`config.mk`:
```
export PLATFORM = sky130hd
export DESIGN_NAME = rmf_win_scan
export DESIGN_NICKNAME = d
export VERILOG_FILES = /design/src/rtl/core/rmf_pkg.sv /design/src/rtl/core/rmf_win_scan.sv
export SDC_FILE = /design/constraint.sdc
export NUM_CORES = 1
export LEC_CHECK = 0
export ABC_AREA = 1
export ABC_CLOCK_PERIOD_IN_PS = 2970
export BUFFER_PORTS_ARGS = -buffer_cell sky130_fd_sc_hd__buf_4
export CORE_MARGIN = 2
export CORE_UTILIZATION = 48
export CTS_CLUSTER_DIAMETER = 60
export DETAILED_ROUTE_END_ITERATION = 12
export PLACE_DENSITY = 0.68
export SETUP_SLACK_MARGIN = 0.15
export SLEW_MARGIN = 20
export SYNTH_ARGS = -nofsm -noshare
export SYNTH_HDL_FRONTEND = slang
export SYNTH_SLANG_ARGS = --single-unit
```
`constraint.sdc`:
```
create_clock -name clk -period 2.97 [get_ports clk]
set_clock_uncertainty 0.1 [all_clocks]
set_input_delay 0.297 -clock clk [delete_from_list [all_inputs] [get_ports clk]]
set_output_delay 0.297 -clock clk [all_outputs]
set_load 0.02 [all_outputs]
```
`src/rtl/core/rmf_pkg.sv`:
```
package rmf_pkg;

  localparam int DEF_MAX_WIDTH  = 1024;
  localparam int DEF_MAX_HEIGHT = 1024;
  localparam int DEF_MAX_WINDOW = 15;

  localparam int PIX_BITS  = 8;
  localparam int CH_COUNT  = 3;
  localparam int DIM_BITS  = 11;
  localparam int REACH_BITS = 3;
  localparam int CFG_IDX_BITS = 2;

  localparam logic [DIM_BITS-1:0]   RST_WIDTH  = 11'd640;
  localparam logic [DIM_BITS-1:0]   RST_HEIGHT = 11'd480;
  localparam logic [REACH_BITS-1:0] RST_REACH  = 3'd3;

  localparam logic [CFG_IDX_BITS-1:0] REG_WIDTH  = 2'd0;
  localparam logic [CFG_IDX_BITS-1:0] REG_HEIGHT = 2'd1;
  localparam logic [CFG_IDX_BITS-1:0] REG_REACH  = 2'd2;

  // pass 0 counts the window, passes 1..PIX_BITS resolve one bit each
  localparam logic [3:0] LAST_PASS = 4'd8;

  typedef enum logic [2:0] {
    ST_IDLE,
    ST_RUN,
    ST_DRAIN,
    ST_STEP,
    ST_OUT
  } state_t;

endpackage

```
`src/rtl/core/rmf_win_scan.sv`:
```
module rmf_win_scan #(
  parameter int MAX_WIDTH  = 1024,
  parameter int MAX_HEIGHT = 1024,
  parameter int MAX_WINDOW = 15
) (
  input  logic                                                clk,
  input  logic                                                load,
  input  logic                                                advance,
  input  logic [$clog2(MAX_WINDOW*MAX_WIDTH)-1:0]             base,
  input  logic [$clog2(MAX_HEIGHT+1)-1:0]                     row,
  input  logic [$clog2(MAX_WIDTH+1)-1:0]                      col,
  input  logic [rmf_pkg::REACH_BITS-1:0]                      reach,
  input  logic [$clog2(MAX_WIDTH+1)-1:0]                      w,
  input  logic [$clog2(MAX_HEIGHT+1)-1:0]                     h,
  input  logic [$clog2(MAX_WINDOW*MAX_WIDTH)-1:0]             rowstep,
  output logic [$clog2(MAX_WINDOW*MAX_WIDTH)-1:0]             addr,
  output logic                                                inframe,
  output logic                                                last
);
  import rmf_pkg::*;

  localparam int DEPTH = MAX_WINDOW * MAX_WIDTH;
  localparam int AW = $clog2(DEPTH);
  localparam int WW = $clog2(MAX_WIDTH + 1);
  localparam int HW = $clog2(MAX_HEIGHT + 1);
  localparam int SW = ((WW > HW) ? WW : HW) + 1;
  localparam int KW = $clog2(MAX_WINDOW + 1);

  logic [AW-1:0]        idx;
  logic signed [SW-1:0] ii;
  logic signed [SW-1:0] jj;
  logic [KW-1:0]        di;
  logic [KW-1:0]        dj;
  logic [KW-1:0]        span;
  logic signed [SW-1:0] r_s;
  logic signed [SW-1:0] h_s;
  logic signed [SW-1:0] w_s;
  logic signed [SW-1:0] col_start;
  logic [AW:0]          row_sum;
  logic [AW-1:0]        idx_col;
  logic [AW-1:0]        idx_row;

  assign span = KW'({reach, 1'b0});
  assign r_s = signed'(SW'(reach));
  assign h_s = signed'(SW'(h));
  assign w_s = signed'(SW'(w));
  assign col_start = signed'(SW'(col)) - r_s;

  assign idx_col = (idx == AW'(DEPTH - 1)) ? '0 : idx + AW'(1);
  assign row_sum = {1'b0, idx} + {1'b0, rowstep};
  assign idx_row = (row_sum >= (AW+1)'(DEPTH)) ? AW'(row_sum - (AW+1)'(DEPTH))
                                               : row_sum[AW-1:0];

  assign addr = idx;
  assign last = (di == span) && (dj == span);
  assign inframe = (ii >= 0) && (ii < h_s) && (jj >= 0) && (jj < w_s);

  always_ff @(posedge clk) begin
    if (load) begin
      idx <= base;
      ii  <= signed'(SW'(row)) - r_s;
      jj  <= col_start;
      di  <= '0;
      dj  <= '0;
    end else if (advance) begin
      if (dj == span) begin
        dj  <= '0;
        jj  <= col_start;
        di  <= di + KW'(1);
        ii  <= ii + SW'(1);
        idx <= idx_row;
      end else begin
        dj  <= dj + KW'(1);
        jj  <= jj + SW'(1);
        idx <= idx_col;
      end
    end
  end

endmodule

```
==> metrics.md <==
| Metric | Value |
|---|---|
| DPL Wire Length | `9048 um` |
| RSZ-0062 raised after global routing | `false` |
| Detailed-route DRC error count | `0` |
| Setup WS pre-CTS | `0.3671 ns` |
| Port Buffer Count | `93` |
| Layout area overhead | `21.08%` |
| Routed len/inst | `12.75 um` |
| Clk root buf | `clkbuf_8` |
| Critical path type | `flip-flop to flip-flop` |
| GRT Total Usage | `21.84%` |
| Reg2reg setup slack | `0.42 ns` |
| Worst setup EP type | `flip-flop` |
| Worst hold path class | `input pin to flip-flop` |
| P_leak | `2.770 nW` |
| Nets | `870` |
| Die Y-Extent | `102.2 um` |
| Worst Path Max Fanout | `4` |
| Commonest non-fill, non-tap cell in the layout | `nand2_1` |
| Primary FF master, synth | `edfxtp_1` |
| Worst reg-to-reg path cell count | `14` |
| Yosys reg bits | `46` |
| DRT iter0 DRCs | `158` |
| Cts bufs inserted | `5` |
| Largest net degree at the start of global routing | `22` |
| Syn_area_per_cell | `7.170 um^2` |
| Maximum VDD drop | `234.7 uV` |
| Yosys cell types | `46` |
| Std-Cell Rows | `35` |
| Clock Sinks | `46` |
| Worst hold slack | `0.1706 ns` |
| Status | `completed` |
| Slew Limit Fails | `0` |
| 1st-pass router iterations | `5` |
| Die ar. | `10440 um^2` |
| Chip Width | `102.2 um` |
| DP Area | `5478 um^2` |
| Clk_lat worst skew | `0.30 ns` |
| Num ports | `94` |
| WP data arrival | `2.52 ns` |
| CTS tree | `yes` |
| Total of max-cap violations | `0` |
| Final instance area | `5599 um^2` |
| Post-Syn Instances | `645` |
| Via count | `4403` |
| Hold path cells | `3` |
| Final WS setup | `0.4171 ns` |
| Worst slew margin | `54.84%` |
| Final Critical Period | `2.553 ns` |
| Post-synth EDFFs | `38` |
| GRT overflow | `0` |
| Routed WL | `11120 um` |
| Post-synthesis sequential area ratio | `28.14%` |
| Clock transition at path regs | `0.10 ns` |
| Hold Violations, Final | `0` |
| FILL cells | `919` |
| Highest-count cells in the layout ignoring fill and taps | `nand2_1 (139), inv_1 (107), buf_4 (99), nor2_1 (59), ha_1 (47)` |
| Routed Antenna Nets | `0` |
| Initial Utilization | `49.81%` |
| Worst-margin pin slew | `0.6603 ns` |
| Required time worst endpoint | `2.93 ns` |
| Setup crit start kind | `flip-flop` |
| Layout cells sized above 1 | `18.44%` |
| First-pass GRT wire length | `18420 um` |
| Yosys warning count | `0` |
| Drt via density | `5.049` |
| Core Area | `9284 um^2` |
| Vias in the first global route | `4129` |
| CTS Buffer Depth | `2` |
| PD cells | `397.5 nW/um^2` |
| Endpoints failing setup | `0` |
| Synthesized area | `4624 um^2` |
| Ant. Diodes | `0` |
| Synthesized Nets | `773` |
| Hold-fix buffers at CTS | `0` |
| Gpl congestion | `0.8785` |
| Setup TNS Final | `0 ns` |
| Antenna violations before repair | `0` |
| H-Tree Depth | `2` |
| Synth async-reset ratio | `0%` |
| Fmax | `391.7 MHz` |
| Period utilisation layout | `85.96%` |
## cell type report
cell class / count / area (um^2) / share of cell area, %
clock buffers: 5 / 68.82 / 1.229
clock inverters: 3 / 40.04 / 0.7151
inverters: 110 / 412.9 / 7.374
multi-input cells: 479 / 2851 / 50.93
flip-flops and latches: 46 / 1301 / 23.24
well taps: 129 / 161.4 / 2.883
repair buffers: 100 / 763.2 / 13.63
## registers in the layout (all words and copies together) (netlist names)
register	cells
ii	12
jj	12
dj	4
addr	14
di	4
## per-layer routing
metal	track usage (%)	vias up	routed length, um
li1	-	2338	-
met5	0	-	0
met1	30.67	1968	5375
met2	36.69	91	5187
met3	2.736	6	488
met4	3.897	0	68
## synthesized netlist by cell type (all sizes together) (3+ instances only)
cell type / instances / area, um^2
nor3: 11 / 65.06
nor3b: 4 / 30.03
o31ai: 4 / 30.03
buf: 6 / 48.79
nand3b: 5 / 37.54
a21oi: 47 / 246.5
nand3: 38 / 200.2
edfxtp: 38 / 1141
fa: 3 / 60.06
dfxtp: 8 / 160.2
clkbuf: 4 / 15.01
or2: 5 / 31.28
a31oi: 14 / 87.58
xnor2: 11 / 96.34
nand4: 5 / 31.28
xor2: 21 / 183.9
inv: 110 / 412.9
o21ai: 32 / 160.2
nand2: 145 / 559.3
ha: 47 / 588.1
nor2: 66 / 275.3
o32ai: 3 / 26.28
## power breakdown
| part | switching, W | leakage [nW] | total (W) | internal [W] |
|---|---|---|---|---|
| clock network | 0.000241 | 0.0579 | 0.000489 | 0.000249 |
| registers | 0.0000792 | 0.447 | 0.000866 | 0.000787 |
| logic | 0.000495 | 2.27 | 0.000870 | 0.000375 |
## path summary, 6_finish.rpt
path,start,to
worst max-delay path,addr[0],addr[11]
worst min-delay path,advance,dj[1]
worst max register to register,addr[0],addr[11]
worst min register to register,di[0],di[0]
## kinds of logic (layout without fill, tap and decap cells)
logic type / after synthesis / after routing / synth area share, %
simple gates: 282 / 282 / 27.08
fa+ha+maj: 50 / 50 / 14.02
buf+inv: 120 / 218 / 10.31
flops: 46 / 46 / 28.14
xor+xnor: 32 / 32 / 6.061
compound gates: 115 / 115 / 14.39
## critical path, stage by stage, from the launching register on
cell,delay [ns]
edfxtp_1,0.43
ha_1,0.25
fa_1,0.44
nand3_1,0.13
nand3_2,0.12
nand3_1,0.12
nand3_1,0.07
nand2_1,0.06
nand2_1,0.08
nor2_1,0.16
nand2_1,0.08
nand2_1,0.08
nand2_1,0.05
nand3_1,0.07
a21oi_1,0.06
## through the flow
step / instances / utilization, % / total power (W)
CTS: 871 / 60.18 / 0.002236
global route: 872 / 60.31 / 0.002393
floorplan: 645 / - / 0.001467
global placement: 863 / 59.00 / 0.001725
finish: 872 / 60.31 / 0.002226
detailed placement: 863 / 59.00 / 0.001745
## what timing repair did
action / in CTS / in global routing
hold endpoints to repair: 0 / 0
setup buffers: 0 / 1
setup endpoints to repair: 0 / 2
resized for setup: 0 / 1
No activity file was read; power rests on OpenSTA's default activity.
