## src/rtl/core/rmf_pkg.sv

```systemverilog
package rmf_pkg;

  localparam int DEF_MAX_WIDTH  = 1024;
  localparam int DEF_MAX_HEIGHT = 1024;
  localparam int DEF_MAX_WINDOW = 15;

  localparam int PIX_BITS  = 8;
  localparam int CH_COUNT  = 3;
  localparam int DIM_BITS  = 11;
  localparam int REACH_BITS = 3;
  localparam int CFG_IDX_BITS = 2;

  localparam logic [DIM_BITS-1:0]   RST_WIDTH  = 11'd640;
  localparam logic [DIM_BITS-1:0]   RST_HEIGHT = 11'd480;
  localparam logic [REACH_BITS-1:0] RST_REACH  = 3'd3;

  localparam logic [CFG_IDX_BITS-1:0] REG_WIDTH  = 2'd0;
  localparam logic [CFG_IDX_BITS-1:0] REG_HEIGHT = 2'd1;
  localparam logic [CFG_IDX_BITS-1:0] REG_REACH  = 2'd2;

  // pass 0 counts the window, passes 1..PIX_BITS resolve one bit each
  localparam logic [3:0] LAST_PASS = 4'd8;

  typedef enum logic [2:0] {
    ST_IDLE,
    ST_RUN,
    ST_DRAIN,
    ST_STEP,
    ST_OUT
  } state_t;

endpackage

```

## src/rtl/core/rmf_bit_select.sv

```systemverilog
module rmf_bit_select #(
  parameter int MAX_WINDOW = 15
) (
  input  logic                                           clk,
  input  logic                                           start,
  input  logic                                           acc,
  input  logic [rmf_pkg::CH_COUNT*rmf_pkg::PIX_BITS-1:0] data,
  input  logic                                           decide,
  input  logic                                           count_pass,
  output logic [rmf_pkg::CH_COUNT*rmf_pkg::PIX_BITS-1:0] median
);
  import rmf_pkg::*;

  localparam int CW = $clog2(MAX_WINDOW * MAX_WINDOW + 1);

  logic [CW-1:0]       cnt;
  logic [CW-1:0]       c0   [CH_COUNT];
  logic [CW-1:0]       rank [CH_COUNT];
  logic [PIX_BITS-1:0] pref [CH_COUNT];
  logic [PIX_BITS-1:0] bm;
  logic [PIX_BITS-1:0] hm;
  logic [CH_COUNT-1:0] match;

  // a value counts when it agrees with the resolved upper bits and has a zero here
  always_comb begin
    for (int c = 0; c < CH_COUNT; c++) begin
      match[c] = (((data[c*PIX_BITS +: PIX_BITS] ^ pref[c]) & hm) == '0) &&
                 ((data[c*PIX_BITS +: PIX_BITS] & bm) == '0);
      median[c*PIX_BITS +: PIX_BITS] = pref[c];
    end
  end

  always_ff @(posedge clk) begin
    if (start) begin
      cnt <= '0;
      for (int c = 0; c < CH_COUNT; c++) c0[c] <= '0;
    end else if (acc) begin
      if (count_pass) begin
        cnt <= cnt + CW'(1);
      end else begin
        for (int c = 0; c < CH_COUNT; c++) c0[c] <= c0[c] + CW'(match[c]);
      end
    end else if (decide) begin
      for (int c = 0; c < CH_COUNT; c++) c0[c] <= '0;
      if (count_pass) begin
        for (int c = 0; c < CH_COUNT; c++) begin
          rank[c] <= cnt >> 1;
          pref[c] <= '0;
        end
        bm <= {1'b1, {(PIX_BITS-1){1'b0}}};
        hm <= '0;
      end else begin
        for (int c = 0; c < CH_COUNT; c++) begin
          if (rank[c] >= c0[c]) begin
            pref[c] <= pref[c] | bm;
            rank[c] <= rank[c] - c0[c];
          end
        end
        bm <= bm >> 1;
        hm <= {1'b1, hm[PIX_BITS-1:1]};
      end
    end
  end

endmodule

```

## config.mk

```make
export PLATFORM = sky130hd
export DESIGN_NAME = rmf_bit_select
export DESIGN_NICKNAME = d
export VERILOG_FILES = /design/src/rtl/core/rmf_pkg.sv /design/src/rtl/core/rmf_bit_select.sv
export SDC_FILE = /design/constraint.sdc
export NUM_CORES = 1
export LEC_CHECK = 0
export BUFFER_PORTS_ARGS = -buffer_cell sky130_fd_sc_hd__buf_2
export CORE_ASPECT_RATIO = 0.75
export CORE_MARGIN = 4
export CORE_UTILIZATION = 60
export CTS_BUF_LIST = sky130_fd_sc_hd__clkbuf_8
export CTS_CLUSTER_DIAMETER = 50
export DETAILED_ROUTE_END_ITERATION = 10
export PLACE_DENSITY = 0.86
export SLEW_MARGIN = 25
export SYNTH_ARGS = -nofsm -noshare
export SYNTH_HDL_FRONTEND = slang
export SYNTH_SLANG_ARGS = --single-unit
```

## constraint.sdc

```tcl
create_clock -name clk -period 3.27 [get_ports clk]
set_input_delay 0.327 -clock clk [delete_from_list [all_inputs] [get_ports clk]]
set_output_delay 0.327 -clock clk [all_outputs]
set_load 0.01 [all_outputs]
```

==> run metrics <==
number of buffers inserted by hold repair at cts=0; ys async rst share=0; # setup viols final=0; Mapped Area=around 5700 sq um; H-tree Lvls=3; Peak Freq=~0.33 GHz; DRC=0; Clk pwr share=0.315; RSZ-0062 raised after global routing=false; Post-Synthesis Cells=roughly 520; Initial Util=0.623; Clock transition at path regs=~100 ps; crit start category=flop; Post-DP Area=slightly above 6000 sq um; Overflow after GRT=0; ANT cells=0; drt total wl=13700 um; main combinational cell family by area after synthesis=simple AND/OR/NAND/NOR gates; Vias=around 4300; final hold slack=roughly 250 ps; clk buf depth=2; Mapped Nets=between 500 and 600; Relative slew margins=0.519; clock sinks=between 90 and 100; Reg-to-Reg End=rank[0][6]$_DFFE_PP_; final slew viol count=0; Routability Congestion=around 0.96; Seq/Total Area, Yosys=0.493; post-DP HPWL=slightly below 10000 um; max_cap viols=0; average size of a mapped cell=about 11 sq um; Synth Area in Simple Gates=0.157; power per cell area=approximately 430 nW/um^2; Hold Fails Final Rpt=0; Psw=0.000747 W; clock skew=8.61 ps; critical path peak fanout=48; via/cell ratio=just over 6; sequential power share=0.535; die area=about 11000 sq um; Net Sw Frac=0.279; P_leak=approximately 2.5 nW; layout cells sized above 1=0.158; Ports=53; Final Instance Area=about 6300 sq um; fin nets=642; Ys Warns=0; synthesis-to-finish area growth=10.5%; Tcrit/Tclk final=0.932; DRT iter0 DRCs=506; crit path DAT=approximately 3200 ps; XOR/XNOR Fraction of Synth Area=0.0909; drt pass-1 iters=5; Critical Path End Type=flop; Comb power frac=0.150; Worst R2R Setup Slack=around 220 ps; min cycle time layout=around 3000 ps; R2R cell count=8; Core Area=slightly above 9000 sq um; CP endpoint=rank[0][6]$_DFFE_PP_; ys flop type=edfxtp_1; Synth cell types=46; CTS-repair resized insts=0; Post-CTS Setup Bufs=0; Pint=around 0.0019 W; Fin Setup TNS=0 ps; mux share of post-synthesis cell area=0.0467; insertion delay to the later sink of the worst-skew pair=390 ps; row count=30; chip height=92.3 um; drt wl/cell=about 19 um; Yosys reg bits=96; CP Data Required Time=3420 ps; status=finished clean; Hold Crit Class=in -> reg; Crit Path Class=reg -> reg; vias in the first global route=between 4000 and 5000; largest net degree at the start of global routing=about 50; ANT nets after route=0; initial antenna violation count=0; first-pass GRT wire length=21900 um; CTS tree=done; Peak VDD IR=0.000394 V; adder-cell share of the synthesized area=0.0788; post-synthesis compound-gate area fraction=0.0973; I/O Buffers=52; total track usage=0.255; CTS Root Cell=clkbuf_8; Chip Width=about 120 um; slew at the pin closest to its max-slew limit=a little over 700 ps; worst setup path start=c0[0][18]$_SDFFCE_PP0P_; RR Startpoint=c0[0][18]$_SDFFCE_PP0P_; CTS Buf Count=9; Post-synth EDFFs=88
worst min path at each step:
stage / from / end / slack, ps / depth (start not counted)
after floorplan: count_pass / bm[7]$_DFFE_PP_ / 430 / 0
after global placement: cnt[1]$_SDFFE_PP0P_ / cnt[1]$_SDFFE_PP0P_ / 490 / 2
after detailed placement: cnt[1]$_SDFFE_PP0P_ / cnt[1]$_SDFFE_PP0P_ / 510 / 2
after CTS: start / cnt[3]$_SDFFE_PP0P_ / 240 / 2
after global routing: start / cnt[5]$_SDFFE_PP0P_ / 270 / 2
final: start / cnt[3]$_SDFFE_PP0P_ / 250 / 2
cell usage after synthesis (3+ instances only):
cell type / instances / area share
clkbuf_1: 6 / 0.0040
a22oi_1: 16 / 0.021
buf_6: 3 / 0.0059
nand4_1: 11 / 0.012
nand2_1: 15 / 0.0099
mux2i_1: 7 / 0.012
nor3_1: 6 / 0.0053
a21o_1: 3 / 0.0040
a22o_1: 3 / 0.0046
ha_1: 31 / 0.068
fa_1: 3 / 0.011
o21ai_0: 17 / 0.015
nand3_1: 15 / 0.013
a221oi_1: 7 / 0.011
nor2_1: 92 / 0.061
nor2b_1: 22 / 0.024
inv_1: 33 / 0.022
mux2_4: 13 / 0.034
dfxtp_1: 8 / 0.028
edfxtp_1: 88 / 0.46
a21oi_1: 18 / 0.016
o21a_1: 4 / 0.0053
nand2b_1: 4 / 0.0044
xor2_1: 30 / 0.046
and3_1: 13 / 0.014
xnor2_1: 29 / 0.045
buf_2: 3 / 0.0026
layout by cell type, fill, tap and decap left out, types with 2 or more instances in the layout:
cell type	synthesis	layout
nand4_1	11	11
o21a_1	4	4
nor2_1	92	92
and3_1	13	13
buf_4	1	6
a22o_1	3	3
xnor2_1	29	29
o21ai_0	17	17
inv_1	33	33
fa_1	3	3
a21o_1	3	3
nor3_1	6	6
buf_2	3	52
nand2_1	15	15
a22oi_1	16	16
mux2_4	13	13
or3_1	2	2
dfxtp_1	8	8
xor2_1	30	30
inv_6	0	3
o31a_1	2	2
nand2b_1	4	4
nor2b_1	22	22
mux2i_1	7	7
a41oi_1	2	2
a221oi_1	7	7
clkbuf_8	0	9
nand3_1	15	15
a21oi_1	18	18
ha_1	31	31
edfxtp_1	88	88
a2111oi_0	2	2
critical path: stages (launching register included):
cell      delay (ps)
edfxtp_1         460
inv_1            110
ha_1             270
nor2b_1          160
o21ai_1          190
a31oi_1          130
o21ai_0          370
and3_4           740
mux2_4           350
area by class of cell:
type,instances,area (sq um)
fill,683,2840
sequential,96,2800
multi-input combinational,381,2680
timing repair buffer,58,305
tap,128,160
clock buffer,9,124
inverter,33,124
clock inverter,7,83.8
flip-flops by register name, summed over array words and instances (netlist names):
signal	count
bm	8
rank	24
pref	24
hm	8
cnt	8
c0	24
stage by stage:
| step | setup WS [ps] | util | total power, W | cells |
|---|---|---|---|---|
| after detailed placement | 301 | 0.666 | 0.00185 | 696 |
| final | 223 | 0.689 | 0.00268 | 712 |
| after CTS | 277 | 0.689 | 0.00267 | 712 |
| after global routing | 66.0 | 0.689 | 0.00277 | 712 |
| after global placement | 491 | 0.666 | 0.00182 | 696 |
| after floorplan | 701 | - | 0.00173 | 523 |
kinds of logic after synthesis:
group | Yosys count
compound gates | 82
buf+inv | 46
mux | 20
fa+ha+maj | 34
simple gates | 186
flops | 96
xor+xnor | 59
power by group through the flow:
stage	Clock [W]	Combinational, W	Sequential (W)
after floorplan	0	0.000280	0.00145
after global placement	0	0.000370	0.00145
after detailed placement	0	0.000389	0.00146
after CTS	0.000841	0.000396	0.00143
after global routing	0.000898	0.000440	0.00144
final	0.000843	0.000402	0.00143
layer usage:
layer | share of wire | global-route usage | routed length [um] | vias up
li1 | - | - | - | 1990
met1 | 0.42 | 0.347 | 5830 | 2094
met2 | 0.46 | 0.393 | 6370 | 218
met3 | 0.091 | 0.0660 | 1260 | 35
met4 | 0.021 | 0.0896 | 287 | 0
met5 | 0 | 0.0192 | 0 | -
(Power assumes the default switching activity.)
